## src/sv/tet_pkg.sv

```systemverilog
// Package for the timer event table: sizes, codes and shared types.
// Used by the top level; depends on nothing.
package tet_pkg;
   localparam int TableEntries = 16;
   localparam int IdxW = $clog2(TableEntries);
   localparam int CntW = $clog2(TableEntries + 1);

   typedef enum logic [0:0] {FUNC_SCHEDULE = 1'b0, FUNC_ISSUE = 1'b1} func_type;
   typedef enum logic [1:0] {KIND_EVENT = 2'd0, KIND_STATUS = 2'd1, KIND_SUMMARY = 2'd2}
      kind_type;
   typedef enum logic [1:0] {ST_ADDED = 2'd0, ST_RESCHED = 2'd1, ST_FULL = 2'd2}
      status_type;

   typedef enum logic [3:0] {
      S_IDLE, S_FIND, S_FIND_CHK, S_SCAN, S_SCAN_CHK, S_SHIFT, S_SHIFT_WR,
      S_SUMMARY, S_OUT
   } state_type;

   typedef struct packed {
      logic [31:0] id;
      logic [15:0] region;
      logic [31:0] trigger;
   } entry_type;

   localparam int EntryW = $bits(entry_type);

   // True when a - b is non-negative as a 32-bit signed value.
   function automatic logic not_before(input logic [31:0] a, input logic [31:0] b);
      logic [31:0] d;
      d = a - b;
      return ~d[31];
   endfunction
endpackage

```

## src/sv/tet_ram.sv

```systemverilog
// Generic single-port RAM with registered read.
// Depends on nothing.
module tet_ram #(
   parameter int Width = 8,
   parameter int Depth = 16
) (
   input  logic                     clock,
   input  logic                     wr_en,
   input  logic [$clog2(Depth)-1:0] addr,
   input  logic [Width-1:0]         wr_data,
   output logic [Width-1:0]         rd_data
);
   logic [Width-1:0] mem_ff [Depth];
   always_ff @(posedge clock) begin
      if (wr_en) begin
         mem_ff[addr] <= wr_data;
      end
      rd_data <= mem_ff[addr];
   end
endmodule

```

## src/sv/timer_event_table_top.sv

```systemverilog
// Top level of the timer event table: sequencer, entry RAM and compare unit.
// Depends on tet_pkg and tet_ram.
//
// The table keeps up to 16 timer entries in one single-port RAM and reads them
// one entry at a time. A schedule transaction ends sooner when an id matches
// than when none does. An issue transaction scans the table once for each due
// event, then compacts the table behind it, moving each later entry down one
// place, and hands the event to the output register. A scan that finds nothing
// due and a final scan of all entries give the summary. The cost is set by the
// single RAM port. The block takes no request while a transaction is in
// progress; each result waits in an output register until taken, and the
// sequencer waits only when it has a next result and the last one is still held.
module timer_event_table_top (
   input  logic         clock,
   input  logic         reset,
   input  logic         req_tvalid,
   output logic         req_tready,
   input  logic [79:0]  req_tdata,  // component_id[31:0], region_tag[47:32], time_ms[79:48]
   input  logic         req_tuser,  // func
   output logic         rsp_tvalid,
   input  logic         rsp_tready,
   output logic [87:0]  rsp_tdata,  // event_id, event_region, time_value, status,
                                    // pending, entry_count
   output logic [1:0]   rsp_tuser,  // kind
   output logic         rsp_tlast
);
   tet_pkg::state_type state_ff, state_in;
   logic [31:0]           id_ff, id_in, now_ff, now_in;
   logic [15:0]           reg_ff, reg_in;
   logic [tet_pkg::CntW-1:0] cnt_ff, cnt_in;
   logic [tet_pkg::CntW-1:0] idx_ff, idx_in;
   logic [tet_pkg::IdxW-1:0] best_ff, best_in;
   logic                  found_ff, found_in;
   tet_pkg::entry_type    bestent_ff, bestent_in;
   logic                  ovalid_ff, ovalid_in;
   logic [1:0]            okind_ff, okind_in, ostat_ff, ostat_in;
   logic [31:0]           oid_ff, oid_in, otime_ff, otime_in;
   logic [15:0]           oreg_ff, oreg_in;
   logic                  olast_ff, olast_in;
   logic                  done_ff, done_in;
   logic [tet_pkg::CntW-1:0] ocnt_ff;
   logic [1:0]            rkind_ff, rstat_ff;
   logic [31:0]           rid_ff, rtime_ff;
   logic [15:0]           rreg_ff;
   logic                  rlast_ff;

   logic                     ram_we;
   logic [tet_pkg::IdxW-1:0] ram_addr;
   tet_pkg::entry_type       ram_wd, ram_rd;
   logic                     due, better, idx_end;

   tet_ram #(.Width(tet_pkg::EntryW), .Depth(tet_pkg::TableEntries)) u_ram (
      .clock(clock), .wr_en(ram_we), .addr(ram_addr),
      .wr_data(ram_wd), .rd_data(ram_rd)
   );

   assign idx_end = (idx_ff == cnt_ff);
   assign due     = tet_pkg::not_before(now_ff, ram_rd.trigger);
   assign better  = !found_ff || tet_pkg::not_before(bestent_ff.trigger, ram_rd.trigger);

   always_comb begin
      state_in = state_ff;
      case (state_ff)
         tet_pkg::S_IDLE: begin
            if (req_tvalid) state_in = (req_tuser == tet_pkg::FUNC_ISSUE) ?
                  tet_pkg::S_SCAN : tet_pkg::S_FIND;
         end
         tet_pkg::S_FIND:     state_in = idx_end ? tet_pkg::S_OUT : tet_pkg::S_FIND_CHK;
         tet_pkg::S_FIND_CHK: state_in = (ram_rd.id == id_ff) ? tet_pkg::S_OUT
                                                               : tet_pkg::S_FIND;
         tet_pkg::S_SCAN: begin
            if (idx_end) begin
               if (found_ff && !done_ff) state_in = tet_pkg::S_SHIFT;
               else if (!done_ff) state_in = tet_pkg::S_SCAN;
               else state_in = tet_pkg::S_SUMMARY;
            end else state_in = tet_pkg::S_SCAN_CHK;
         end
         tet_pkg::S_SCAN_CHK: state_in = tet_pkg::S_SCAN;
         tet_pkg::S_SHIFT:    state_in = idx_end ? tet_pkg::S_OUT : tet_pkg::S_SHIFT_WR;
         tet_pkg::S_SHIFT_WR: state_in = tet_pkg::S_SHIFT;
         tet_pkg::S_SUMMARY:  state_in = tet_pkg::S_OUT;
         tet_pkg::S_OUT: begin
            if (!ovalid_ff || rsp_tready)
               state_in = olast_ff ? tet_pkg::S_IDLE : tet_pkg::S_SCAN;
         end
         default: state_in = tet_pkg::S_IDLE;
      endcase
   end

   always_comb begin
      id_in = id_ff; now_in = now_ff; reg_in = reg_ff;
      cnt_in = cnt_ff; idx_in = idx_ff; best_in = best_ff; found_in = found_ff;
      bestent_in = bestent_ff; done_in = done_ff;
      ovalid_in = ovalid_ff && !rsp_tready;
      okind_in = okind_ff; ostat_in = ostat_ff; oid_in = oid_ff; otime_in = otime_ff;
      oreg_in = oreg_ff; olast_in = olast_ff;
      ram_we = 1'b0;
      ram_addr = idx_ff[tet_pkg::IdxW-1:0];
      ram_wd = '{id: id_ff, region: reg_ff, trigger: now_ff};
      case (state_ff)
         tet_pkg::S_IDLE: begin
            if (req_tvalid) begin
               id_in = req_tdata[31:0];
               reg_in = req_tdata[47:32]; now_in = req_tdata[79:48];
               idx_in = '0; found_in = 1'b0; done_in = 1'b0;
            end
         end
         tet_pkg::S_FIND: begin
            if (idx_end) begin
               okind_in = tet_pkg::KIND_STATUS; oid_in = '0; oreg_in = '0; otime_in = '0;
               olast_in = 1'b1;
               if (cnt_ff < tet_pkg::CntW'(tet_pkg::TableEntries)) begin
                  ram_we = 1'b1; ram_addr = cnt_ff[tet_pkg::IdxW-1:0];
                  cnt_in = cnt_ff + 1'b1; ostat_in = tet_pkg::ST_ADDED;
               end else begin
                  ostat_in = tet_pkg::ST_FULL;
               end
            end else begin
               idx_in = idx_ff + 1'b1;
            end
         end
         tet_pkg::S_FIND_CHK: begin
            ram_addr = idx_ff[tet_pkg::IdxW-1:0] - 1'b1;
            if (ram_rd.id == id_ff) begin
               ram_we = 1'b1;
               ram_wd = '{id: ram_rd.id, region: ram_rd.region, trigger: now_ff};
               okind_in = tet_pkg::KIND_STATUS; oid_in = '0; oreg_in = '0; otime_in = '0;
               olast_in = 1'b1; ostat_in = tet_pkg::ST_RESCHED;
            end
         end
         tet_pkg::S_SCAN: begin
            if (idx_end) begin
               if (found_ff && !done_ff) begin
                  idx_in = {1'b0, best_ff} + 1'b1;
               end else begin
                  idx_in = '0;
                  done_in = 1'b1;
               end
            end else begin
               idx_in = idx_ff + 1'b1;
            end
         end
         tet_pkg::S_SCAN_CHK: begin
            if ((done_ff || due) && better) begin
               found_in = 1'b1; bestent_in = ram_rd;
               best_in = idx_ff[tet_pkg::IdxW-1:0] - 1'b1;
            end
         end
         tet_pkg::S_SHIFT: begin
            if (idx_end) begin
               cnt_in = cnt_ff - 1'b1;
               okind_in = tet_pkg::KIND_EVENT; oid_in = bestent_ff.id;
               oreg_in = bestent_ff.region; otime_in = bestent_ff.trigger;
               ostat_in = '0; olast_in = 1'b0;
               idx_in = '0; found_in = 1'b0;
            end
         end
         tet_pkg::S_SHIFT_WR: begin
            ram_we = 1'b1; ram_addr = idx_ff[tet_pkg::IdxW-1:0] - 1'b1;
            ram_wd = ram_rd; idx_in = idx_ff + 1'b1;
         end
         tet_pkg::S_SUMMARY: begin
            okind_in = tet_pkg::KIND_SUMMARY; oid_in = '0; oreg_in = '0;
            ostat_in = '0; olast_in = 1'b1;
            otime_in = (found_ff && tet_pkg::not_before(bestent_ff.trigger, now_ff)) ?
                       bestent_ff.trigger - now_ff : 32'd0;
         end
         tet_pkg::S_OUT: begin
            if (!ovalid_ff || rsp_tready) begin
               ovalid_in = 1'b1;
               idx_in = '0; found_in = 1'b0;
            end
         end
         default: ;
      endcase
      // Shift stage reads entry at idx for the following write cycle.
      if (state_ff == tet_pkg::S_SHIFT && !idx_end) ram_addr = idx_ff[tet_pkg::IdxW-1:0];
   end

   always_ff @(posedge clock) begin
      if (reset) begin
         state_ff <= tet_pkg::S_IDLE;
         cnt_ff <= '0;
         ovalid_ff <= 1'b0;
         olast_ff <= 1'b0;
         done_ff <= 1'b0;
         found_ff <= 1'b0;
      end else begin
         state_ff <= state_in;
         cnt_ff <= cnt_in;
         ovalid_ff <= ovalid_in;
         olast_ff <= olast_in;
         done_ff <= done_in;
         found_ff <= found_in;
      end
      id_ff <= id_in; now_ff <= now_in; reg_ff <= reg_in;
      idx_ff <= idx_in; best_ff <= best_in; bestent_ff <= bestent_in;
      okind_ff <= okind_in; ostat_ff <= ostat_in; oid_ff <= oid_in;
      otime_ff <= otime_in; oreg_ff <= oreg_in;
   end

   // The output register is loaded only when the previous result has left it.
   always_ff @(posedge clock) begin
      if (state_ff == tet_pkg::S_OUT && (!ovalid_ff || rsp_tready)) begin
         ocnt_ff <= cnt_ff;
         rkind_ff <= okind_ff;
         rstat_ff <= ostat_ff;
         rid_ff <= oid_ff;
         rtime_ff <= otime_ff;
         rreg_ff <= oreg_ff;
         rlast_ff <= olast_ff;
      end
   end

   assign req_tready = (state_ff == tet_pkg::S_IDLE);
   assign rsp_tvalid = ovalid_ff;
   assign rsp_tuser  = rkind_ff;
   assign rsp_tlast  = rlast_ff;
   assign rsp_tdata  = {ocnt_ff, (ocnt_ff != '0), rstat_ff, rtime_ff, rreg_ff, rid_ff};
endmodule

```

## config.mk

```make
export PLATFORM = sky130hd
export DESIGN_NAME = timer_event_table_top
export DESIGN_NICKNAME = d
export VERILOG_FILES = /design/src/sv/tet_pkg.sv /design/src/sv/tet_ram.sv /design/src/sv/timer_event_table_top.sv
export SDC_FILE = /design/constraint.sdc
export NUM_CORES = 2
export LEC_CHECK = 0
export BUFFER_PORTS_ARGS = -buffer_cell sky130_fd_sc_hd__buf_4
export CAP_MARGIN = 0
export CELL_PAD_IN_SITES_DETAIL_PLACEMENT = 0
export CELL_PAD_IN_SITES_GLOBAL_PLACEMENT = 2
export CORE_MARGIN = 5
export CORE_UTILIZATION = 46
export DETAILED_ROUTE_END_ITERATION = 12
export MAX_ROUTING_LAYER = met4
export PLACE_DENSITY = 0.77
export RECOVER_POWER = 25
export SLEW_MARGIN = 30
export SYNTH_ARGS = -nofsm -noshare
export SYNTH_HDL_FRONTEND = slang
export SYNTH_SLANG_ARGS = --single-unit
```

## constraint.sdc

```tcl
create_clock -name clock -period 9.9 [get_ports clock]
set_input_delay 1.485 -clock clock [delete_from_list [all_inputs] [get_ports clock]]
set_output_delay 1.485 -clock clock [all_outputs]
set_load 0.01 [all_outputs]
```

==> insert_results.sql <==
INSERT INTO impl_metrics (metric_group, metric, value, unit) VALUES
('outcome', 'status', 'finished, violations left', ''),
('outcome', 'violated_checks', 'max-capacitance violations, max-slew violations', ''),
('synth', 'most_used_dff_post_synth', 'sky130_fd_sc_hd__edfxtp_1', ''),
('synth', 'yosysSeqAreaShare', '0.755', ''),
('synth', 'postSynthRegisterBits', '1716', ''),
('final_layout', 'most_common_cell_after_layout_fill_and_taps_aside', 'sky130_fd_sc_hd__edfxtp_1', ''),
('final_layout', 'final_layout_size_suffix_gt1_frac', '0.106', ''),
('place', 'gp_congestion', '0.846', ''),
('detailed_routing', 'drt_drc_violations_left', '0', ''),
('floorplan', 'die_width', '392', 'µm'),
('global_routing', 'grt_max_degree', '170', ''),
('clock_network', 'ctsHtreeMaxLevel', '4', ''),
('floorplan', 'floorplan.initialDensity', '0.461', ''),
('setup_path', 'worst-r2r-setup-slack', '4.17', 'ns'),
('clock_network', 'postCtsSetupBuffers', '0', ''),
('place', 'portBuffers', '177', ''),
('final_layout', 'layout-area-overhead-vs-synth', '13.7', '%'),
('setup_path', 'critical-path-slowest-cell', 'sky130_fd_sc_hd__and2_0', ''),
('setup_path', 'worstPathCellList', 'nor2_1 > nand2_1 > inv_1 > and2_0 > buf_4', ''),
('detailed_routing', 'drtPass1Iterations', '7', ''),
('global_routing', 'use_met2', '0.378', ''),
('floorplan', 'core', '145000', 'µm²'),
('global_routing', 'grt_pass1_vias', '37785', ''),
('clock_network', 'cts.reportedPaths.clkPinSlew', '0.07', 'ns'),
('sta', 'final.hold.worst_slack', '0.392', 'ns'),
('setup_path', 'worst_r2r_endpoint', 'reg_ff[11]$_DFFE_PP_', ''),
('synth', 'synth_top_area_share', '0.727', ''),
('detailed_routing', 'detailedRoute.firstIterationViolations', '3511', ''),
('synth', 'syn_area_per_cell', '15.5', 'µm²'),
('global_routing', 'grt_first_pass_wirelength', '258000', 'µm'),
('final_layout', 'layout.cells.most_common_list', '1623 x sky130_fd_sc_hd__edfxtp_1, 711 x sky130_fd_sc_hd__nand2_1, 240 x sky130_fd_sc_hd__mux2i_1', ''),
('worst_hold_path', 'min_from', 'otime_ff[20]$_DFFE_PP_', ''),
('worst_hold_path', 'holdCritPathClass', 'reg -> reg', ''),
('floorplan', 'die_area', '153000', 'µm²'),
('pwr', 'leakage', '25.7', 'nW'),
('setup_path', 'crit_fanout', '45', ''),
('clock_network', 'clock_tree.root_cell', 'sky130_fd_sc_hd__clkbuf_16', ''),
('run', 'cap_violations', '6', ''),
('sta', 'achievable-frequency', '175', 'MHz'),
('setup_path', 'category_of_the_worst_setup_path_launch_point', 'flip-flop', ''),
('sta', 'finalSetupViolations', '0', ''),
('place', 'detailed_placement_hpwl', '98600', 'µm'),
('setup_path', 'crit_path_end_kind', 'flip-flop', ''),
('floorplan', 'fp.dieH', '392', 'µm'),
('final_layout', 'num-nets-final', '4750', ''),
('sta', 'setup-tns-final', '0', 'ns'),
('pwr', 'ir_drop', '0.289', 'mV'),
('detailed_routing', 'avgRoutedWirePerCell', '26.5', 'µm'),
('sta', 'final.min_clock_period', '5.73', 'ns'),
('detailed_routing', 'final_antenna_net_count', '0', ''),
('clock_network', 'cts_tree', 'built', ''),
('clock_network', 'cts_num_sinks', '1716', ''),
('clock_network', 'insertion_delay', '0.81', 'ns'),
('global_routing', 'grt_busiest_layer', 'met2', ''),
('clock_network', 'cts-buffers-inserted', '176', ''),
('clock_network', 'cts_max_path_buffers', '3', ''),
('setup_path', 'critical_path.reg2reg.startpoint', 'state_ff[1]$_SDFFE_PP0P_', ''),
('synth', 'async_sr_flop_fraction', '0', ''),
('setup_path', 'worst-setup-path-type', 'reg -> reg', ''),
('global_routing', 'grt-ovfl-total', '0', ''),
('pwr', 'cellPowerDensity', '282', 'nW/µm²'),
('synth', 'synthDominantAreaCellType', 'sky130_fd_sc_hd__edfxtp_1', ''),
('synth', 'synth_enable_flop_cells', '1623', ''),
('synth', 'post_synth_instance_area', '67000', 'µm²'),
('clock_network', 'postcts_resize_cnt', '0', ''),
('sta', 'finalMaxSlewViolations', '223', ''),
('detailed_routing', 'post_drt_via_cell_ratio', '5.72', ''),
('global_routing', 'groute.usage.overall', '0.235', ''),
('synth', 'postSynthCellCount', '4331', ''),
('place', 'dp_slack', '4.44', 'ns'),
('global_routing', 'initial_antenna_violation_count', '4', '');
==> cell usage after synthesis, types with 5 or more instances <==
cell	number
sky130_fd_sc_hd__a22o_1	24
sky130_fd_sc_hd__clkbuf_1	110
sky130_fd_sc_hd__inv_1	84
sky130_fd_sc_hd__buf_2	107
sky130_fd_sc_hd__a21o_1	36
sky130_fd_sc_hd__xor2_1	48
sky130_fd_sc_hd__nor2_1	83
sky130_fd_sc_hd__dfxtp_1	93
sky130_fd_sc_hd__o21a_1	8
sky130_fd_sc_hd__and2_1	50
sky130_fd_sc_hd__nor4_1	8
sky130_fd_sc_hd__a31oi_1	7
sky130_fd_sc_hd__xnor2_1	30
sky130_fd_sc_hd__nand4_1	16
sky130_fd_sc_hd__nor3_1	92
sky130_fd_sc_hd__o22ai_1	7
sky130_fd_sc_hd__nand3_1	13
sky130_fd_sc_hd__o21ai_0	58
sky130_fd_sc_hd__nor2b_1	16
sky130_fd_sc_hd__nand2_1	712
sky130_fd_sc_hd__a32o_1	162
sky130_fd_sc_hd__mux2i_1	240
sky130_fd_sc_hd__ha_1	97
sky130_fd_sc_hd__nand2b_1	7
sky130_fd_sc_hd__nor2_2	5
sky130_fd_sc_hd__mux2_2	51
sky130_fd_sc_hd__o21ai_1	80
sky130_fd_sc_hd__a22oi_1	80
sky130_fd_sc_hd__o211ai_1	7
sky130_fd_sc_hd__and3_1	5
sky130_fd_sc_hd__a211oi_1	7
sky130_fd_sc_hd__buf_4	5
sky130_fd_sc_hd__buf_1	5
sky130_fd_sc_hd__a32oi_1	81
sky130_fd_sc_hd__edfxtp_1	1623
sky130_fd_sc_hd__a21oi_1	207
==> report_power, final <==
| group | internal, mW | leakage (nW) | switching [mW] |
|---|---|---|---|
| registers | 8.60 | 15.5 | 0.287 |
| logic | 2.02 | 7.42 | 4.12 |
| clock network | 3.71 | 2.75 | 2.77 |
==> worst max-delay path, delay by kind of cell (launching register included) <==
| kind | cells | cell delay (ns) |
|---|---|---|
| AND/OR/NAND/NOR | 3 | 3.48 |
| flip-flops | 1 | 0.51 |
| buffers and inverters | 2 | 1.31 |
==> sequential cells by signal (all words and copies together), names as in the netlist, 2 cells and up <==
name           cells
rtime_ff          32
otime_ff          32
reg_ff            16
u_ram.mem_ff    1280
idx_ff             5
cnt_ff             5
id_ff             32
oid_ff            32
rstat_ff           2
state_ff           4
best_ff            4
okind_ff           2
bestent_ff        80
rsp_tuser          2
rreg_ff           16
ocnt_ff            5
rid_ff            32
now_ff            32
u_ram.rd_data     80
oreg_ff           16
ostat_ff           2
==> through the flow <==
stage	std cells	cell area, µm²	total power [mW]	util
after detailed placement	6302	70900	15.2	0.488
after global placement	6297	70800	15.2	0.487
after global routing	6635	76200	22.5	0.525
final	6635	76200	21.5	0.525
after CTS	6632	76600	21.7	0.527
after floorplan	4331	67000	13.1	-
==> how the worst max path moves through the flow <==
| stage | start | end | depth (start not counted) |
|---|---|---|---|
| 3_5_place_dp | idx_ff[0]$_DFFE_PP_ | u_ram.rd_data[66]$_DFF_P_ | 11 |
| 4_1_cts | idx_ff[0]$_DFFE_PP_ | u_ram.rd_data[66]$_DFF_P_ | 11 |
| 2_1_floorplan | now_ff[20]$_DFFE_PP_ | best_ff[0]$_DFFE_PP_ | 10 |
| 3_3_place_gp | idx_ff[0]$_DFFE_PP_ | u_ram.rd_data[55]$_DFF_P_ | 11 |
| 5_1_grt | state_ff[1]$_SDFFE_PP0P_ | reg_ff[11]$_DFFE_PP_ | 5 |
| 6_report | state_ff[1]$_SDFFE_PP0P_ | reg_ff[11]$_DFFE_PP_ | 5 |
==> logic make-up (layout without fill, tap and decap cells) <==
| kind of cell | count (synthesis) | in the layout | share of synthesized area |
|---|---|---|---|
| AOI/OAI and AO/OA | 807 | 807 | 0.0864 |
| xor gates and xnor gates | 78 | 78 | 0.0102 |
| adders and majority gates | 99 | 99 | 0.0187 |
| buffers and inverters | 312 | 699 | 0.0199 |
| DFF | 1716 | 1716 | 0.755 |
| muxes | 291 | 291 | 0.0444 |
| and+or+nand+nor | 1028 | 1028 | 0.0651 |
==> metal layers <==
layer  up-vias  routed length (µm)  part of all wire
met5         -                   0                 0
met4         0                2910             0.017
met1     19471               78300              0.45
met3       224                9790             0.056
met2      1126               84700              0.48
li1      17111                   -                 -
==> area by class of cell <==
cell class / instances / area, µm²
clock buffer: 267 / 4950
clock inverter: 63 / 713
sequential: 1716 / 50600
timing repair buffer: 285 / 1900
fill: 12033 / 69000
inverter: 84 / 315
tap: 1917 / 2400
multi-input combinational: 2303 / 15300
Power figures use the tool's default switching activity.
